### src/sv/blg_pkg.sv
// ----------------------------------------------------------------------------
// blg_pkg: shared types and constants of the BLE link bridge guard
// Item layouts, link-state encoding, control opcodes and teardown reasons.
// ----------------------------------------------------------------------------
package blg_pkg;

    // Link state of one side, one-hot
    typedef enum logic [2:0] {
        ST_ADV  = 3'b001,
        ST_INIT = 3'b010,
        ST_DATA = 3'b100
    } t_link_st;

    // Reported state codes
    localparam logic [1:0] CODE_ADV  = 2'd0;
    localparam logic [1:0] CODE_INIT = 2'd1;
    localparam logic [1:0] CODE_DATA = 2'd2;

    // Teardown reasons
    localparam logic [2:0] RSN_NONE      = 3'd0;
    localparam logic [2:0] RSN_TERM_IND  = 3'd1;
    localparam logic [2:0] RSN_SUPERV    = 3'd2;
    localparam logic [2:0] RSN_INIT_TO   = 3'd3;
    localparam logic [2:0] RSN_RX_TO     = 3'd4;

    // Radio and header constants
    localparam logic [5:0] ADV_CH_FIRST        = 6'd37;
    localparam logic [1:0] LLID_CTRL           = 2'b11;
    localparam logic [3:0] ADV_TYPE_CONNECT    = 4'h5;
    localparam logic [7:0] CONN_IND_MIN_BYTES  = 8'd22;

    // Link-layer control opcodes
    localparam logic [7:0] OPC_CONN_UPDATE_IND = 8'h00;
    localparam logic [7:0] OPC_CHANNEL_MAP_IND = 8'h01;
    localparam logic [7:0] OPC_TERMINATE_IND   = 8'h02;
    localparam logic [7:0] OPC_FEATURE_REQ     = 8'h08;
    localparam logic [7:0] OPC_FEATURE_RSP     = 8'h09;
    localparam logic [7:0] OPC_PERIPH_FEAT_REQ = 8'h0E;
    localparam logic [7:0] OPC_CONN_PARAM_REQ  = 8'h0F;
    localparam logic [7:0] OPC_CONN_PARAM_RSP  = 8'h10;

    // Timer kinds
    localparam logic TMR_INIT = 1'b0;
    localparam logic TMR_RX   = 1'b1;

    localparam int TMR_W = 20;

    // One input item
    typedef struct packed {
        logic        req_type;
        logic        side_role;
        logic        is_rx;
        logic [5:0]  radio_channel;
        logic [7:0]  pdu_header;
        logic [7:0]  pdu_length;
        logic [7:0]  ctrl_opcode;
        logic [7:0]  win_size;
        logic [15:0] win_offset;
        logic [15:0] conn_interval;
        logic [15:0] supervision_to;
        logic [7:0]  payload_bytes;
    } t_req;

    // One result item
    typedef struct packed {
        logic       forward;
        logic       forward_dest;
        logic       downgrade_features;
        logic       send_conn_ind;
        logic       terminated;
        logic [2:0] term_reason;
        logic [1:0] periph_side_state;
        logic [1:0] central_side_state;
        logic       drain_to_peripheral;
        logic       drain_to_central;
    } t_res;

    function automatic logic [1:0] st_code(input t_link_st st);
        logic [1:0] code;
        unique case (st)
            ST_ADV:  code = CODE_ADV;
            ST_INIT: code = CODE_INIT;
            ST_DATA: code = CODE_DATA;
            default: code = CODE_ADV;
        endcase
        return code;
    endfunction

endpackage

### src/sv/ble_link_bridge_guard.sv
// ----------------------------------------------------------------------------
// ble_link_bridge_guard: link tracker and forward filter for a BLE relay
//
// Channel   Dir  Beat contents
// s_*       in   packet header fields or a 1 ms tick (tuser = req_type)
// m_*       out  forward decision, teardown report, side states
// cfg       in   rx_timeout_mult, write only
//
// One beat per cycle sustained while m_tready does not stall; each beat passes
// through the input register and then the result register.
// The side machines and the timer advance as a beat moves from the input
// register to the result register. A stall on m_tready holds the result and
// back-pressures s_tready only once the input register is also full.
// Reset is synchronous, active low; rx_timeout_mult resets to 40.
// ----------------------------------------------------------------------------
module ble_link_bridge_guard
    import blg_pkg::*;
(
    input  logic        i_clk,
    input  logic        i_rst_n,
    // Input stream
    input  logic        s_tvalid,
    output logic        s_tready,
    // side_role[0], is_rx[1], radio_channel[7:2], pdu_header[15:8],
    // pdu_length[23:16], ctrl_opcode[31:24], win_size[39:32],
    // win_offset[55:40], conn_interval[71:56], supervision_to[87:72],
    // payload_bytes[95:88]
    input  logic [95:0] s_tdata,
    // req_type[0]
    input  logic        s_tuser,
    // Result stream
    output logic        m_tvalid,
    input  logic        m_tready,
    // forward[0], forward_dest[1], downgrade_features[2], send_conn_ind[3],
    // terminated[4], term_reason[7:5], periph_side_state[9:8],
    // central_side_state[11:10], drain_to_peripheral[12],
    // drain_to_central[13], zero[15:14]
    output logic [15:0] m_tdata,
    // Configuration
    input  logic        i_cfg_we,
    input  logic [7:0]  i_cfg_wdata
);

    localparam logic [7:0] RX_MULT_RESET = 8'd40;

    logic       r_in_valid;
    t_req       r_in;
    logic       r_out_valid;
    t_res       r_out;
    logic [7:0] r_rx_mult;
    logic       advance;
    logic       step;
    t_res       res;

    assign advance  = !r_out_valid || m_tready;
    assign step     = r_in_valid && advance;
    assign s_tready = !r_in_valid || advance;

    // Configuration register
    always_ff @(posedge i_clk) begin
        if (!i_rst_n) begin
            r_rx_mult <= RX_MULT_RESET;
        end else if (i_cfg_we) begin
            r_rx_mult <= i_cfg_wdata;
        end
    end

    // Input register
    always_ff @(posedge i_clk) begin
        if (!i_rst_n) begin
            r_in_valid <= 1'b0;
        end else if (s_tvalid && s_tready) begin
            r_in_valid <= 1'b1;
        end else if (step) begin
            r_in_valid <= 1'b0;
        end
    end

    always_ff @(posedge i_clk) begin
        if (s_tvalid && s_tready) begin
            r_in.req_type       <= s_tuser;
            r_in.side_role      <= s_tdata[0];
            r_in.is_rx          <= s_tdata[1];
            r_in.radio_channel  <= s_tdata[7:2];
            r_in.pdu_header     <= s_tdata[15:8];
            r_in.pdu_length     <= s_tdata[23:16];
            r_in.ctrl_opcode    <= s_tdata[31:24];
            r_in.win_size       <= s_tdata[39:32];
            r_in.win_offset     <= s_tdata[55:40];
            r_in.conn_interval  <= s_tdata[71:56];
            r_in.supervision_to <= s_tdata[87:72];
            r_in.payload_bytes  <= s_tdata[95:88];
        end
    end

    blg_link u_link (
        .i_clk     (i_clk),
        .i_rst_n   (i_rst_n),
        .i_step    (step),
        .i_req     (r_in),
        .i_rx_mult (r_rx_mult),
        .o_res     (res)
    );

    // Result register
    always_ff @(posedge i_clk) begin
        if (!i_rst_n) begin
            r_out_valid <= 1'b0;
        end else if (advance) begin
            r_out_valid <= r_in_valid;
        end
    end

    always_ff @(posedge i_clk) begin
        if (step) begin
            r_out <= res;
        end
    end

    assign m_tvalid = r_out_valid;
    assign m_tdata  = {2'b00,
                       r_out.drain_to_central,
                       r_out.drain_to_peripheral,
                       r_out.central_side_state,
                       r_out.periph_side_state,
                       r_out.term_reason,
                       r_out.terminated,
                       r_out.send_conn_ind,
                       r_out.downgrade_features,
                       r_out.forward_dest,
                       r_out.forward};

endmodule

### src/sv/blg_link.sv
// ----------------------------------------------------------------------------
// blg_link: link tracker of the bridge guard
// Holds both side machines and the timer; computes one result per beat.
// ----------------------------------------------------------------------------
module blg_link
    import blg_pkg::*;
(
    input  logic       i_clk,
    input  logic       i_rst_n,
    input  logic       i_step,
    input  t_req       i_req,
    input  logic [7:0] i_rx_mult,
    output t_res       o_res
);

    t_link_st           r_p_st, n_p_st;
    t_link_st           r_c_st, n_c_st;
    logic [TMR_W-1:0]   r_tmr_cnt, n_tmr_cnt;
    logic [TMR_W-1:0]   r_tmr_rld, n_tmr_rld;
    logic               r_tmr_run, n_tmr_run;
    logic               r_tmr_kind, n_tmr_kind;
    logic [15:0]        r_sv_ival, n_sv_ival;
    logic [15:0]        r_sv_sup, n_sv_sup;

    logic               adv, ctl, term_ind, adv_connect, drop;
    logic [17:0]        init_sum;
    logic [19:0]        init_x5;
    logic [TMR_W-1:0]   init_load;
    logic [23:0]        rx_a;
    logic [19:0]        rx_b;
    logic [TMR_W-1:0]   rx_load;
    t_res               res;

    // Packet decode
    assign adv         = (i_req.radio_channel >= ADV_CH_FIRST);
    assign ctl         = !adv && (i_req.pdu_header[1:0] == LLID_CTRL);
    assign term_ind    = ctl && (i_req.ctrl_opcode == OPC_TERMINATE_IND);
    assign adv_connect = adv && (i_req.pdu_header[3:0] == ADV_TYPE_CONNECT);
    assign drop        = ctl && ((i_req.ctrl_opcode == OPC_CONN_UPDATE_IND) ||
                                 (i_req.ctrl_opcode == OPC_CHANNEL_MAP_IND) ||
                                 (i_req.ctrl_opcode == OPC_CONN_PARAM_REQ) ||
                                 (i_req.ctrl_opcode == OPC_CONN_PARAM_RSP) ||
                                 (i_req.ctrl_opcode == OPC_PERIPH_FEAT_REQ));

    // Initiation timeout: floor(5 * sum / 4)
    assign init_sum  = 18'(i_req.win_offset) + 18'(i_req.win_size)
                     + 18'(i_req.conn_interval) + 18'd1;
    assign init_x5   = 20'(init_sum) + {init_sum, 2'b00};
    assign init_load = TMR_W'(init_x5[19:2]);

    // Receive timeout: min(interval * mult, supervision * 10)
    assign rx_a    = 24'(r_sv_ival) * 24'(i_rx_mult);
    assign rx_b    = {1'b0, r_sv_sup, 3'b000} + {3'b000, r_sv_sup, 1'b0};
    assign rx_load = (rx_a < {4'b0000, rx_b}) ? rx_a[19:0] : rx_b;

    // Next state and result
    always_comb begin
        n_p_st     = r_p_st;
        n_c_st     = r_c_st;
        n_tmr_cnt  = r_tmr_cnt;
        n_tmr_rld  = r_tmr_rld;
        n_tmr_run  = r_tmr_run;
        n_tmr_kind = r_tmr_kind;
        n_sv_ival  = r_sv_ival;
        n_sv_sup   = r_sv_sup;
        res        = '0;

        if (i_req.req_type) begin
            // Millisecond tick: count down, expire at one or zero
            if (r_tmr_run) begin
                if (r_tmr_cnt <= TMR_W'(1)) begin
                    n_tmr_cnt       = '0;
                    res.terminated  = 1'b1;
                    res.term_reason = r_tmr_kind ? RSN_RX_TO : RSN_INIT_TO;
                    n_p_st          = ST_ADV;
                    n_c_st          = ST_ADV;
                    n_tmr_run       = 1'b0;
                end else begin
                    n_tmr_cnt = r_tmr_cnt - TMR_W'(1);
                end
            end
        end else begin
            // Forward decision from the packet; drain flags from the states before update
            if (i_req.is_rx && !adv && (i_req.pdu_length != 8'd0) && !drop) begin
                res.forward            = 1'b1;
                res.forward_dest       = i_req.side_role;
                res.downgrade_features = ctl && ((i_req.ctrl_opcode == OPC_FEATURE_REQ) ||
                                                 (i_req.ctrl_opcode == OPC_FEATURE_RSP));
            end
            res.drain_to_peripheral = (r_c_st == ST_DATA);
            res.drain_to_central    = (r_p_st == ST_DATA);

            if (!i_req.side_role) begin
                // Peripheral-facing radio
                unique case (r_p_st)
                    ST_ADV: begin
                        if (i_req.is_rx && adv_connect &&
                            (i_req.payload_bytes >= CONN_IND_MIN_BYTES)) begin
                            n_p_st     = ST_INIT;
                            n_sv_ival  = i_req.conn_interval;
                            n_sv_sup   = i_req.supervision_to;
                            n_tmr_rld  = init_load;
                            n_tmr_cnt  = init_load;
                            n_tmr_run  = 1'b1;
                            n_tmr_kind = TMR_INIT;
                        end
                    end
                    ST_INIT: begin
                        if (!adv) begin
                            n_p_st            = ST_DATA;
                            res.send_conn_ind = 1'b1;
                            n_tmr_rld         = rx_load;
                            n_tmr_cnt         = rx_load;
                            n_tmr_run         = 1'b1;
                            n_tmr_kind        = TMR_RX;
                        end
                    end
                    ST_DATA: begin
                        // Restart the receive timer on any received beat
                        if (i_req.is_rx) begin
                            n_tmr_cnt = r_tmr_rld;
                            n_tmr_run = 1'b1;
                        end
                        if (term_ind || adv) begin
                            res.terminated  = 1'b1;
                            res.term_reason = term_ind ? RSN_TERM_IND : RSN_SUPERV;
                            n_p_st          = ST_ADV;
                            n_c_st          = ST_ADV;
                            n_tmr_run       = 1'b0;
                        end
                    end
                    default: begin
                        n_p_st = ST_ADV;
                    end
                endcase
            end else begin
                // Central-facing radio
                unique case (r_c_st)
                    ST_ADV: begin
                        if (!i_req.is_rx && adv_connect) begin
                            n_c_st = ST_INIT;
                        end
                    end
                    ST_INIT: begin
                        if (!adv) begin
                            n_c_st = ST_DATA;
                        end
                    end
                    ST_DATA: begin
                        if (term_ind) begin
                            res.terminated  = 1'b1;
                            res.term_reason = RSN_TERM_IND;
                            n_p_st          = ST_ADV;
                            n_c_st          = ST_ADV;
                            n_tmr_run       = 1'b0;
                        end
                    end
                    default: begin
                        n_c_st = ST_ADV;
                    end
                endcase
            end
        end

        res.periph_side_state  = st_code(n_p_st);
        res.central_side_state = st_code(n_c_st);
    end

    assign o_res = res;

    // Advance the tracker once per processed beat
    always_ff @(posedge i_clk) begin
        if (!i_rst_n) begin
            r_p_st     <= ST_ADV;
            r_c_st     <= ST_ADV;
            r_tmr_cnt  <= '0;
            r_tmr_rld  <= '0;
            r_tmr_run  <= 1'b0;
            r_tmr_kind <= TMR_INIT;
            r_sv_ival  <= '0;
            r_sv_sup   <= '0;
        end else if (i_step) begin
            r_p_st     <= n_p_st;
            r_c_st     <= n_c_st;
            r_tmr_cnt  <= n_tmr_cnt;
            r_tmr_rld  <= n_tmr_rld;
            r_tmr_run  <= n_tmr_run;
            r_tmr_kind <= n_tmr_kind;
            r_sv_ival  <= n_sv_ival;
            r_sv_sup   <= n_sv_sup;
        end
    end

endmodule
### config.mk
export PLATFORM = sky130hd
export DESIGN_NAME = ble_link_bridge_guard
export DESIGN_NICKNAME = d
export VERILOG_FILES = /design/src/sv/blg_pkg.sv /design/src/sv/ble_link_bridge_guard.sv /design/src/sv/blg_link.sv
export SDC_FILE = /design/constraint.sdc
export NUM_CORES = 1
export LEC_CHECK = 0
export BUFFER_PORTS_ARGS = -buffer_cell sky130_fd_sc_hd__buf_2
export CORE_UTILIZATION = 44
export CTS_CLUSTER_SIZE = 10
export DETAILED_ROUTE_END_ITERATION = 8
export PLACE_DENSITY = 0.76
export REMOVE_ABC_BUFFERS = 1
export SYNTH_ARGS = -nofsm -noshare
export SYNTH_HDL_FRONTEND = slang
export SYNTH_HIERARCHICAL = 1
export SYNTH_SLANG_ARGS = --single-unit
### constraint.sdc
create_clock -name i_clk -period 7.2 [get_ports i_clk]
set_input_delay 1.44 -clock i_clk [delete_from_list [all_inputs] [get_ports i_clk]]
set_output_delay 1.44 -clock i_clk [all_outputs]
set_load 0.01 [all_outputs]
Yosys cells after proc, flatten, opt, wreduce, memory -nomap -nowiden
Cells that the tools add are included.
{ "totals": {"regBits": 197, "input_bits": 110, "output_inout_bits": 18, "elab_cells": 176} }
{ "classes": {"n_lt_le_gt_ge": 4, "multipliers": 1, "n_mux": 59, "reduce_logical": 38, "n_eq_ne": 31, "n_addsub": 6, "n_bitwise": 4} }
{ "op_table": {"columns": ["op", "n"], "rows": [
  ["$mux 20", 8],
  ["$mux 3", 20],
  ["$pmux 20 s3", 1],
  ["$pmux 20 s2", 1],
  ["$eq 8x4->1 const B", 4],
  ["$mux 4", 8],
  ["$lt 24x20->1", 1],
  ["$mul 16x8->24", 1],
  ["$add 18x20->20", 1],
  ["$add 19x17->20", 1],
  ["$le 20x1->1 const B", 1],
  ["$sub 20x1->20 const B", 1],
  ["$add 18x1->18 const B", 1],
  ["$add 18x16->18", 1],
  ["$pmux 3 s3", 2],
  ["$add 16x8->17", 1],
  ["$mux 1", 14],
  ["$reduce_and 7->1", 2],
  ["$logic_and 1x1->1", 13],
  ["$eq 3x2->1 const B", 4],
  ["$eq 3x3->1 const B", 4],
  ["$eq 8x1->1 const B", 1],
  ["$eq 8x2->1 const B", 1],
  ["$eq 8x5->1 const B", 1],
  ["other kinds (29)", 50]
]} }

Longest topological paths before layout
Gate-level depths: netlist of run 1.
{ "depth": {"word_depth": 11, "mapped_depth": 30, "ltp_nobuf": 27} }

Cells and area by module
Netlist of run 1, hierarchy kept.
{ "modules_own_cells": {"columns": ["mod", "seq_area_each_um2", "area_per_inst_um2", "instances", "cells_each"], "rows": [
  ["blg_link", 1601.5, 11710.0, 1, 1514],
  ["ble_link_bridge_guard", 3533.4, 3737.3, 1, 149]
]} }

Worst setup path before layout of run 1
Ideal clock, no wire load.
{ "synth_path": {"kind": "register to register", "startpoint": "register r_rx_mult[7]", "endpoint": "register u_link.r_tmr_cnt[14]", "arrival_ns": 6.987, "path_slack_ns": 0.093, "t_required_ns": 7.080, "setup_time_ns": 0.120, "stages_incl_launch_ff": 29, "period_less_slack_ns": 7.107, "path_buffers": 2, "cell_sequence": "dfxtp_1 -> clkbuf_1 -> nand2_1 -> fa_1 -> fa_1 -> inv_1 -> fa_1 -> inv_1 -> fa_1 -> inv_1 -> ha_1 -> a21oi_1 -> o211ai_1 -> a221o_1 -> a31oi_1 -> o21bai_1 -> xnor2_1 -> inv_1 -> ha_1 -> and4_1 -> nor3b_1 -> a2111oi_0 -> o311a_1 -> o2111ai_1 -> or4_4 -> nor2_2 -> buf_6 -> o31ai_1 -> o31a_1"} }
{ "synth_between": {"elab_chain_cells": 7} }
{ "synth_rtl": {"columns": ["item", "line_no", "text"], "rows": [
  ["start, declared", "ble_link_bridge_guard.sv:50", "logic [7:0] r_rx_mult;"],
  ["start signal, assigned", "ble_link_bridge_guard.sv:64", "r_rx_mult <= i_cfg_wdata;"],
  ["$mul 16x8->24 (*)", "blg_link.sv:52", "assign rx_a = 24'(r_sv_ival) * 24'(i_rx_mult);"],
  ["$lt 24x20->1", "blg_link.sv:54", "assign rx_load = (rx_a < {4'b0000, rx_b}) ? rx_a[19:0] : rx_b;"],
  ["$mux 20 (*)", "blg_link.sv:54", null],
  ["$mux 20 (*)", "blg_link.sv:109", "if (!adv) begin"],
  ["$pmux 20 s3 (*)", "blg_link.sv:95", "unique case (r_p_st)"],
  ["$mux 20 (*)", "blg_link.sv:93", "if (!i_req.side_role) begin"],
  ["$mux 20 (*)", "blg_link.sv:68", "if (i_req.req_type) begin"],
  ["end signal, assigned", "blg_link.sv:185", "r_tmr_cnt <= n_tmr_cnt;"],
  ["end, declared", "blg_link.sv:18", "logic [TMR_W-1:0] r_tmr_cnt, n_tmr_cnt;"]
]} }
Every way passes the cells marked *; elsewhere a longest branch is shown, timed or not. The select of a mux whose other input is x is not followed.
A chain may end at the register's enable or synchronous reset.

Worst setup path in the final report of run 1
{ "layout_path": {"startpoint": "register u_link.r_sv_ival[2]", "endpoint": "register u_link.r_tmr_cnt[4]"} }
{ "layout_between": {"elab_chain_cells": 7} }
{ "layout_rtl": {"columns": ["item", "line_no", "text"], "rows": [
  ["start, declared", "blg_link.sv:22", "logic [15:0] r_sv_ival, n_sv_ival;"],
  ["start signal, assigned", "blg_link.sv:189", "r_sv_ival <= n_sv_ival;"],
  ["$mul 16x8->24 (*)", "blg_link.sv:52", null],
  ["$lt 24x20->1", "blg_link.sv:54", null],
  ["$mux 20 (*)", "blg_link.sv:54", null],
  ["$mux 20 (*)", "blg_link.sv:109", null],
  ["$pmux 20 s3 (*)", "blg_link.sv:95", null],
  ["$mux 20 (*)", "blg_link.sv:93", null],
  ["$mux 20 (*)", "blg_link.sv:68", null]
]} }
Marked as above.

==> summary.txt, run 1 <==
Floorplan
  • Initial Utilization: 0.4517
  • Die Span Y: 188.5 um
  • Die W: 188.5 um
  • Core Area: 33870 sq um
  • Core Rows: 67
  • Die area: 35520 sq um
  • Ports: 128

Setup path
  • Required time of the critical path: 7540 ps
  • Delay-heaviest family, CP: adder cells
  • CP Capture Type: register
  • Most used cell, CP: fa_1
  • CP max FO: 5
  • Buf/Inv on CP: 4
  • Critical path depth: 26
  • Worst R2R Path Depth: 26
  • Slowest stage delay, CP: 680 ps
  • CP Launch Type: register
  • Slowest cell on crit path: or4b_2
  • Critical Path AT: 7380 ps
  • Setup CP Type: register to register

Power
  • Switch share: 0.3404
  • Share of power burned in registers: 0.381
  • Sw Pwr: 1.120 mW
  • Power share of the combinational group: 0.327
  • Peak VDD IR: 0.1995 mV
  • Power share of the clock group: 0.292
  • Leak: 7.841 nW
  • Tot Pwr: 3.291 mW
  • Internal: 2.171 mW
  • PwrDens: 182.2 nW/um^2

Finish
  • Syn-to-layout area delta: 18.09%
  • Fillers: 3013
  • Antenna cell count: 0
  • Nets@finish: 2170
  • Final instance area: 18060 sq um
  • Share of layout cells above drive strength 1: 0.1892

Global route
  • Initial antenna violation count: 0
  • GR Util met3: 0.03073
  • Largest net degree at the start of global routing: 61
  • Vias in the first global route: 13046
  • GRT Util Overall: 0.2249
  • GR peak layer: met2
  • Grt ovf: 0
  • First-pass GRT wire length: 64.38 mm
  • Met2 GRT Util: 0.3891
  • Met1 Use GR: 0.2894

Worst hold path
  • Hold depth: 2
  • Worst Hold Class: register to register

Clock tree
  • Cts hold-fix bufs: 0
  • H-tree depth: 4
  • Clock transition at path regs: 80 ps
  • CTS Sinks: 196
  • Clock Tree Buf Depth: 2
  • Root buffer cell: clkbuf_16
  • CTS tree: done
  • CTS Buf Count: 17
  • Clk Latency, worst-skew pair: 440 ps

STA
  • Clk_skew: 15.02 ps
  • Final Cycle Share: 0.9776
  • Post-route minimum period: 7039 ps
  • Final hold viol count: 0
  • Slew margin rel.: 0.2962
  • Fmax: 142.1 MHz
  • Max Slew Vio Count: 0
  • Setup violators final: 0
  • Least-Margin Pin Slew: 1055 ps
  • Hold Slack: 485.0 ps

Routing
  • # DRC: 0
  • Drt wl/cell: 17.20 um
  • Detailed Routing Iterations Pass 1: 7
  • Starting DRT DRC Count: 1055
  • Antenna viol nets, final: 0
  • Vias: 13054
  • Post-DR vias/cell: 5.656
  • Post-Route WL: 39.70 mm

Place
  • Port bufs: 120
  • GPL Wtd Cong: 0.9033
  • Post-place instance area: 16920 sq um
  • Final HPWL DP: 30.13 mm

Synth
  • Syn Area/Cell: 9.226 sq um
  • Post-Syn Area: 15300 sq um
  • Post-Synthesis Cells: 1658
  • Yosys warnings: 6

Outcome
  • Status: complete, no violations

Flow run
  • Max cap viols: 0
==> area by class of cell <==
cell class                      count  area, sq um  share of cell area
Clock buffer                       21        440.4             0.02438
Sequential cell                   196         5024              0.2781
Clock inverter                     11        146.4            0.008104
Timing Repair Buffer              240         1521             0.08422
Multi-Input combinational cell   1249         9836              0.5445
Inverter                          143        536.8             0.02971
Tap cell                          448        560.5             0.03103
==> per-layer routing <==
layer	routed length, um	vias up
met3	2090	67
met2	19430	462
met5	0	-
met1	17280	6289
li1	-	6236
met4	896	0
==> final timing paths <==
path	startpoint	end	slack [ps]
worst max-delay path	u_link/r_sv_ival[2]$_SDFFE_PN0P_	u_link/r_tmr_cnt[4]$_SDFFE_PN0P_	160
worst min-delay path	u_link/r_sv_sup[11]$_SDFFE_PN0P_	u_link/r_sv_sup[11]$_SDFFE_PN0P_	480
worst max register to register	u_link/r_sv_ival[2]$_SDFFE_PN0P_	u_link/r_tmr_cnt[4]$_SDFFE_PN0P_	160
worst min register to register	u_link/r_sv_sup[11]$_SDFFE_PN0P_	u_link/r_sv_sup[11]$_SDFFE_PN0P_	480
==> layout by cell type, fill, tap and decap left out, types with 23 or more instances in the layout <==
| cell type | n |
|---|---|
| buf_2 | 120 |
| xor2_1 | 23 |
| edfxtp_1 | 106 |
| a21oi_1 | 119 |
| xnor2_1 | 33 |
| ha_1 | 107 |
| inv_1 | 138 |
| a211oi_1 | 26 |
| and2_1 | 98 |
| a21o_1 | 25 |
| nand2_1 | 189 |
| buf_4 | 117 |
| dfxtp_1 | 77 |
| nor2_1 | 80 |
| nor3_1 | 40 |
| fa_1 | 92 |
| a31oi_1 | 30 |
| o21ai_0 | 73 |
==> through the flow <==
| step | utilization | setup WS [ps] | setup TNS (ps) | cells |
|---|---|---|---|---|
| global placement | 0.4996 | -143.9 | -1871 | 2253 |
| finish | 0.5334 | 161.0 | 0 | 2308 |
| global route | 0.5334 | -71.19 | -628.2 | 2308 |
| floorplan | - | -495.7 | -11400 | 1587 |
| CTS | 0.5242 | 19.33 | 0 | 2299 |
| detailed placement | 0.4996 | -242.6 | -5451 | 2253 |
==> registers in the layout, summed over array words and instances, names as in the netlist, 8 cells and up <==
signal,cells
u_link/r_sv_sup,16
r_in,92
u_link/r_sv_ival,16
m_tdata,14
r_rx_mult,8
u_link/r_tmr_rld,20
u_link/r_tmr_cnt,20
==> worst min-delay path: cells and delay by family (launching register included) <==
kind,cells,cell delay [ps]
and+or+nand+nor,1,60
AOI/OAI and AO/OA,1,50
DFF,1,330
==> power by group through the flow <==
stage | registers [mW] | logic, mW | clock network, mW
6_report | 1.25 | 1.08 | 0.960
2_1_floorplan | 1.28 | 0.785 | 0
3_3_place_gp | 1.28 | 1.01 | 0
5_1_grt | 1.26 | 1.20 | 1.02
3_5_place_dp | 1.28 | 1.04 | 0
4_1_cts | 1.25 | 1.05 | 0.981
==> what timing repair did <==
item,4_1_cts,5_1_grt
setup endpoints to repair,39,40
buffers inserted,13,9
pin swaps,21,38
gates cloned,1,0
gates resized for setup,41,44
Power figures use the tool's default switching activity.
==> run 2, diff against run 1 <==
--- a/config.mk
+++ b/config.mk
@@ -10,6 +10,7 @@
 export CTS_CLUSTER_SIZE = 10
 export DETAILED_ROUTE_END_ITERATION = 8
 export PLACE_DENSITY = 0.76
+export RECOVER_POWER = 100
 export REMOVE_ABC_BUFFERS = 1
 export SYNTH_ARGS = -nofsm -noshare
 export SYNTH_HDL_FRONTEND = slang
==> summary.txt, run 2 (synthesis gave the netlist of run 1 again) <==
STA
  • Slew margin rel.: -0.9546 (was 0.2962)
  • Hold Slack: 485.1 ps (was 485.0 ps)
  • Max Slew Vio Count: 68 (was 0)
  • Post-Route Setup TNS: 0 ps (unchanged)
  • Setup violators final: 0 (unchanged)
  • Clk_skew: 15.06 ps (was 15.02 ps)
  • Least-Margin Pin Slew: 2932 ps (was 1055 ps)
  • Final Cycle Share: 0.9755 (was 0.9776)
  • Final hold viol count: 0 (unchanged)
  • Post-route minimum period: 7023 ps (was 7039 ps)
  • Fmax: 142.4 MHz (was 142.1 MHz)

Worst hold path
  • Hold depth: 2 (unchanged)
  • Min-delay src: u_link/r_sv_sup[11]$_SDFFE_PN0P_ (unchanged)
  • Worst Hold Class: register to register (unchanged)

Routing
  • # DRC: 0 (unchanged)
  • Vias: 13078 (was 13054)
  • Detailed Routing Iterations Pass 1: 5 (was 7)
  • Post-DR vias/cell: 5.666 (was 5.656)
  • Post-Route WL: 39.65 mm (was 39.70 mm)
  • Drt wl/cell: 17.18 um (was 17.20 um)
  • Starting DRT DRC Count: 1076 (was 1055)
  • Antenna viol nets, final: 0 (unchanged)

Setup path
  • Crit path from: u_link/r_sv_ival[2]$_SDFFE_PN0P_ (unchanged)
  • Most used cell, CP: fa_1 (unchanged)
  • CP max FO: 5 (unchanged)
  • CP Capture Type: register (unchanged)
  • Slowest stage delay, CP: 680 ps (about the same)
  • Setup CP Type: register to register (unchanged)
  • Delay-heaviest family, CP: adder cells (unchanged)
  • Critical Path AT: 7370 ps (was 7380 ps)
  • Required time of the critical path: 7540 ps (about the same)
  • Reg-to-Reg Start: u_link/r_sv_ival[2]$_SDFFE_PN0P_ (unchanged)
  • Slowest cell on crit path: or4b_2 (unchanged)
  • Buf/Inv on CP: 4 (unchanged)
  • Worst R2R Path Depth: 26 (unchanged)
  • Critical path depth: 26 (unchanged)
  • CP Launch Type: register (unchanged)

Floorplan
  • Initial Utilization: 0.4517 (unchanged)
  • Core Rows: 67 (unchanged)
  • Die area: 35520 sq um (unchanged)
  • Die W: 188.5 um (unchanged)
  • Ports: 128 (unchanged)
  • Die Span Y: 188.5 um (unchanged)
  • Core Area: 33870 sq um (unchanged)

Clock tree
  • CTS Sinks: 196 (unchanged)
  • CTS tree: done (unchanged)
  • Cts hold-fix bufs: 0 (unchanged)
  • H-tree depth: 4 (unchanged)
  • Root buffer cell: clkbuf_16 (unchanged)
  • Clk Latency, worst-skew pair: 440 ps (about the same)
  • Clock transition at path regs: 80 ps (about the same)
  • Clock Tree Buf Depth: 2 (unchanged)
  • CTS Buf Count: 17 (unchanged)

Place
  • Post-place instance area: 16920 sq um (unchanged)
  • Final HPWL DP: 30.13 mm (unchanged)
  • Port bufs: 120 (unchanged)
  • GPL Wtd Cong: 0.9033 (unchanged)

Finish
  • Nets@finish: 2170 (unchanged)
  • Antenna cell count: 0 (unchanged)
  • Final instance area: 18020 sq um (was 18060 sq um)
  • Share of layout cells above drive strength 1: 0.1780 (was 0.1892)
  • Top Registers: r_in (92), u_link/r_tmr_cnt (20), u_link/r_tmr_rld (20) (unchanged)
  • Syn-to-layout area delta: 17.81% (was 18.09%)
  • Largest register FFs: 92 (unchanged)
  • Most frequent cells in the layout: nand2_1, inv_1, a21oi_1 (was nand2_1, inv_1, buf_2)
  • Commonest non-fill, non-tap cell in the layout: nand2_1 (unchanged)
  • Biggest register: r_in (unchanged)
  • Final core occ: 0.5321 (was 0.5334)

Global route
  • Largest net degree at the start of global routing: 61 (unchanged)
  • Grt ovf: 0 (unchanged)
  • Vias in the first global route: 13046 (unchanged)
  • GRT Util Overall: 0.2249 (unchanged)
  • Initial antenna violation count: 0 (unchanged)
  • First-pass GRT wire length: 64.38 mm (unchanged)

Power
  • PwrDens: 182.8 nW/um^2 (was 182.2 nW/um^2)
  • Peak VDD IR: 0.1995 mV (about the same)
  • Leak: 7.783 nW (was 7.841 nW)

Flow run
  • Max cap viols: 2 (was 0)

Outcome
  • Failing checks: capacitance limit, slew limit
  • Status: finished, violations left (was complete, no violations)
[run 2: worst paths after layout]
kind | endpoint | slack (ps)
worst min register to register | u_link/r_sv_sup[11]$_SDFFE_PN0P_ | 490
worst min-delay path | u_link/r_sv_sup[11]$_SDFFE_PN0P_ | 490
worst max register to register | u_link/r_tmr_cnt[5]$_SDFFE_PN0P_ | 180
worst max-delay path | u_link/r_tmr_cnt[5]$_SDFFE_PN0P_ | 180
[run 2: routing by layer]
layer  vias up  global-route usage  part of all wire
met5         -                   0                 0
met4         0             0.07134             0.024
met3        60             0.03073             0.055
met2       445              0.3891              0.49
met1      6328              0.2894              0.43
li1       6245                   -                 -
[run 2: worst reg2reg max path, delay by kind of cell, from the launching register on]
family	cells	cell delay, ps
DFF	1	370
and+or+nand+nor	6	1710
buffers and inverters	4	480
AOI/OAI and AO/OA	10	1830
adders and majority gates	6	2540
[run 2: through the flow]
stage          power [mW]  instances  setup WS, ps
2_1_floorplan       2.062       1587        -495.7
3_3_place_gp        2.285       2253        -143.9
3_5_place_dp        2.321       2253        -242.6
4_1_cts             3.286       2299         19.33
5_1_grt             3.478       2308        -71.19
6_report            3.294       2308         176.6
[run 2: what timing repair did]
| item | 4_1_cts | 5_1_grt |
|---|---|---|
| pin swaps | 21 | 38 |
| cloned | 1 | 0 |
| endpoints found under the setup margin | 39 | 40 |
| endpoints found under the hold margin | 0 | 0 |
| setup buffers | 13 | 9 |
| gates resized for setup | 41 | 44 |
[run 2: layout make-up]
cell class / instances / area [sq um]
flip-flops and latches: 196 / 5024
clock buffers: 21 / 440.4
repair buffers: 240 / 1490
inverters: 143 / 536.8
well taps: 448 / 560.5
multi-input cells: 1249 / 9824
fillers: 3027 / 15850
clock inverters: 11 / 146.4
[run 2: where the power goes]
part / internal, mW / total [mW] / switching [mW]
registers: 1.22 / 1.25 / 0.0316
logic: 0.425 / 1.08 / 0.652
clock network: 0.522 / 0.962 / 0.440
total: 2.17 / 3.29 / 1.12
==> run 3, diff against run 2 <==
--- a/config.mk
+++ b/config.mk
@@ -14,5 +14,4 @@
 export REMOVE_ABC_BUFFERS = 1
 export SYNTH_ARGS = -nofsm -noshare
 export SYNTH_HDL_FRONTEND = slang
-export SYNTH_HIERARCHICAL = 1
 export SYNTH_SLANG_ARGS = --single-unit
==> summary.txt, run 3 <==
Outcome
  • Status: finished, violations left (unchanged)
  • Failing checks: capacitance limit, slew limit (unchanged)

Synth
  • Fraction of the mapped netlist area in adder cells: 0.2053
  • Seq/Total Area, Yosys: 0.3160
  • Most numerous cell in the Yosys netlist: nand2_1
  • Post-synthesis mux area share: 0.02062
  • Area leader, netlist: edfxtp_1
  • Synth top area share: 0.2018
  • Synth top area cells: edfxtp_1, dfxtp_1, fa_1
  • Async SR Flop Fraction: 0
  • #FFs+latches synth: 196
  • EDFF count, synth: 106
  • Complex-gate fraction of the synthesized area: 0.1837
  • Simple-gate area share of the yosys netlist: 0.1844
  • Predominant post-synthesis flop cell: edfxtp_1
  • Yosys cell types: 93
  • Synth top cells by count: nand2_1, inv_1, a21oi_1
  • Area share of xor/xnor cells in the synthesized design: 0.03775
  • Post-Synthesis Cells: 1709 (was 1658)
  • Post-Syn Area: 15780 sq um (was 15300 sq um)
  • Largest family of logic cells by synthesized area: adder cells
  • Syn Area/Cell: 9.231 sq um (was 9.226 sq um)
  • Yosys warnings: 0 (was 6)

Clock tree
  • Post-CTS setup buffer count: 0 (was 13)
  • Root buffer cell: clkbuf_16 (unchanged)
  • CTS Sinks: 196 (unchanged)
  • CTS Buf Count: 17 (unchanged)
  • Clock transition at path regs: 90 ps (was 80 ps)
  • Clk Latency, worst-skew pair: 470 ps (was 440 ps)
  • H-tree depth: 4 (unchanged)
  • CTS tree: done (unchanged)
  • Clock Tree Buf Depth: 2 (unchanged)
  • CTS resizes: 0 (was 41)
  • Cts hold-fix bufs: 0 (unchanged)

Floorplan
  • Ports: 128 (unchanged)
  • Die Span Y: 191.3 um (was 188.5 um)
  • Die area: 36610 sq um (was 35520 sq um)
  • Die W: 191.3 um (was 188.5 um)
  • Initial Utilization: 0.4522 (was 0.4517)
  • Core Area: 34880 sq um (was 33870 sq um)
  • Core Rows: 68 (was 67)

Routing
  • # DRC: 0 (unchanged)
  • Post-Route WL: 38.83 mm (was 39.65 mm)
  • Drt wl/cell: 17.11 um (was 17.18 um)
  • Detailed Routing Iterations Pass 1: 5 (unchanged)
  • Antenna viol nets, final: 0 (unchanged)
  • Vias: 12982 (was 13078)
  • Starting DRT DRC Count: 893 (was 1076)
  • Post-DR vias/cell: 5.721 (was 5.666)

Global route
  • First-pass GRT wire length: 64.97 mm (was 64.38 mm)
  • GR Util met3: 0.03194 (was 0.03073)
  • Vias in the first global route: 13068 (was 13046)
  • Met1 Use GR: 0.2921 (was 0.2894)
  • GRT Util Overall: 0.2224 (was 0.2249)
  • Met2 GRT Util: 0.3711 (was 0.3891)
  • Largest net degree at the start of global routing: 56 (was 61)
  • GR peak layer: met2 (unchanged)
  • Grt ovf: 0 (unchanged)
  • Initial antenna violation count: 0 (unchanged)

Finish
  • Biggest register: r_in (unchanged)
  • Most frequent cells in the layout: nand2_1, inv_1, a21oi_1 (unchanged)
  • Commonest non-fill, non-tap cell in the layout: nand2_1 (unchanged)
  • Final core occ: 0.4991 (was 0.5321)
  • Largest register FFs: 92 (unchanged)
  • Antenna cell count: 0 (unchanged)
  • Nets@finish: 2117 (was 2170)
  • Top Registers: r_in (92), u_link.r_tmr_cnt (20), u_link.r_tmr_rld (20) (was r_in (92), u_link/r_tmr_cnt (20), u_link/r_tmr_rld (20))
  • Share of layout cells above drive strength 1: 0.1036 (was 0.1780)
  • Syn-to-layout area delta: 10.37% (was 17.81%)

Setup path
  • Crit path to: u_link.r_tmr_rld[14]$_SDFFE_PN0P_ (was u_link/r_tmr_cnt[5]$_SDFFE_PN0P_)
  • CP Capture Type: register (unchanged)
  • Reg2reg end: u_link.r_tmr_rld[14]$_SDFFE_PN0P_ (was u_link/r_tmr_cnt[5]$_SDFFE_PN0P_)
  • Worst R2R Path Depth: 23 (was 26)
  • Reg-to-Reg Start: r_rx_mult[6]$_SDFFE_PN0P_ (was u_link/r_sv_ival[2]$_SDFFE_PN0P_)
  • CP Launch Type: register (unchanged)
  • Setup CP Type: register to register (unchanged)
  • Required time of the critical path: 7540 ps (about the same)
  • CP max FO: 29 (was 5)
  • Crit path from: r_rx_mult[6]$_SDFFE_PN0P_ (was u_link/r_sv_ival[2]$_SDFFE_PN0P_)
  • R2R Setup Slk: 390 ps (was 180 ps)
  • Critical Path AT: 7150 ps (was 7370 ps)

Worst hold path
  • Worst Hold Class: register to register (unchanged)
  • Hold depth: 2 (unchanged)

Power
  • Internal: 2.157 mW (was 2.170 mW)
  • Power share of the clock group: 0.303 (was 0.292)
  • Power share of the combinational group: 0.321 (was 0.327)
  • PwrDens: 191.5 nW/um^2 (was 182.8 nW/um^2)
  • Switch share: 0.3529 (was 0.3412)
  • Sw Pwr: 1.176 mW (was 1.124 mW)
  • Tot Pwr: 3.334 mW (was 3.294 mW)
  • Leak: 7.308 nW (was 7.783 nW)
  • Share of power burned in registers: 0.376 (was 0.381)
  • Peak VDD IR: 0.2833 mV (was 0.1995 mV)

STA
  • Setup violators final: 0 (unchanged)
  • Clk_skew: 19.67 ps (was 15.06 ps)
  • Post-route minimum period: 6808 ps (was 7023 ps)
  • Post-Route Setup TNS: 0 ps (unchanged)
  • Final hold viol count: 0 (unchanged)
  • Max Slew Vio Count: 154 (was 68)
  • Unrepaired setup endpoints after global routing: no
  • Slew margin rel.: -0.8265 (was -0.9546)
  • Worst setup margin: 391.8 ps (was 176.6 ps)
  • Final Cycle Share: 0.9456 (was 0.9755)
  • Fmax: 146.9 MHz (was 142.4 MHz)
  • Least-Margin Pin Slew: 2740 ps (was 2932 ps)

Flow run
  • Max cap viols: 4 (was 2)

Place
  • GPL Wtd Cong: 0.9178 (was 0.9033)
  • Port bufs: 120 (unchanged)
  • Pre-CTS setup slack: 442.4 ps (was -242.6 ps)
  • Final HPWL DP: 29.25 mm (was 30.13 mm)
[run 3: stage by stage]
stage / hold WS [ps] / std cells / instance area [sq um]
final: 483.9 / 2269 / 17410
after global routing: 503.6 / 2269 / 17410
after CTS: 485.7 / 2269 / 17450
after detailed placement: 475.2 / 2237 / 16830
after global placement: 470.0 / 2237 / 16830
after floorplan: 443.0 / 1646 / 15500
[run 3: layer usage]
layer  share of wire  vias up
li1                -     6257
met1            0.45     6267
met2            0.47      407
met3           0.056       51
met4           0.023        0
met5               0        -
[run 3: critical path, stage by stage, from the launching register on]
cell	delay, ps
dfxtp_1	480
buf_4	230
and2_1	180
fa_1	460
fa_1	540
fa_1	550
inv_1	60
fa_1	530
inv_1	40
ha_1	350
a21oi_1	300
nand2_1	110
o31ai_2	360
xnor2_1	250
ha_1	320
a21o_1	170
a21oi_1	140
nor2b_1	60
o31ai_1	200
o211ai_1	210
nor4_4	300
buf_12	260
mux2i_1	440
a21oi_1	120
[run 3: cell families (layout without fill, tap and decap cells)]
family                     after synthesis  after routing
AOI/OAI and AO/OA                      435            435
DFF                                    196            196
adders and majority gates              206            206
buffers and inverters                  208            312
muxes                                   32             32
xor gates and xnor gates                68             68
and+or+nand+nor                        563            563
other                                    1              2
[run 3: power by group through the flow]
stage	clock network (mW)	logic [mW]	registers [mW]
after floorplan	0	0.763	1.27
after global placement	0	1.02	1.28
after detailed placement	0	1.05	1.28
after CTS	1.03	1.06	1.25
after global routing	1.07	1.17	1.26
final	1.01	1.07	1.25
[run 3: final cells by class]
cell class	count	area (sq um)
Fill cell	3204	17470
Clock buffer	17	425.4
Sequential cell	196	4985
Clock inverter	15	196.4
Multi-Input combinational cell	1306	9990
Inverter	144	540.5
Tap cell	455	569.3
Timing Repair Buffer	136	704.4
[run 3: worst min path at each step]
stage                                 startpoint                                end  slack, ps
2_1_floorplan  u_link.r_tmr_rld[18]$_SDFFE_PN0P_  u_link.r_tmr_rld[18]$_SDFFE_PN0P_        440
3_3_place_gp   u_link.r_tmr_rld[19]$_SDFFE_PN0P_  u_link.r_tmr_rld[19]$_SDFFE_PN0P_        470
3_5_place_dp    u_link.r_sv_sup[13]$_SDFFE_PN0P_   u_link.r_sv_sup[13]$_SDFFE_PN0P_        480
4_1_cts         u_link.r_sv_sup[13]$_SDFFE_PN0P_   u_link.r_sv_sup[13]$_SDFFE_PN0P_        490
5_1_grt         u_link.r_sv_sup[13]$_SDFFE_PN0P_   u_link.r_sv_sup[13]$_SDFFE_PN0P_        500
6_report       u_link.r_tmr_rld[18]$_SDFFE_PN0P_  u_link.r_tmr_rld[18]$_SDFFE_PN0P_        480
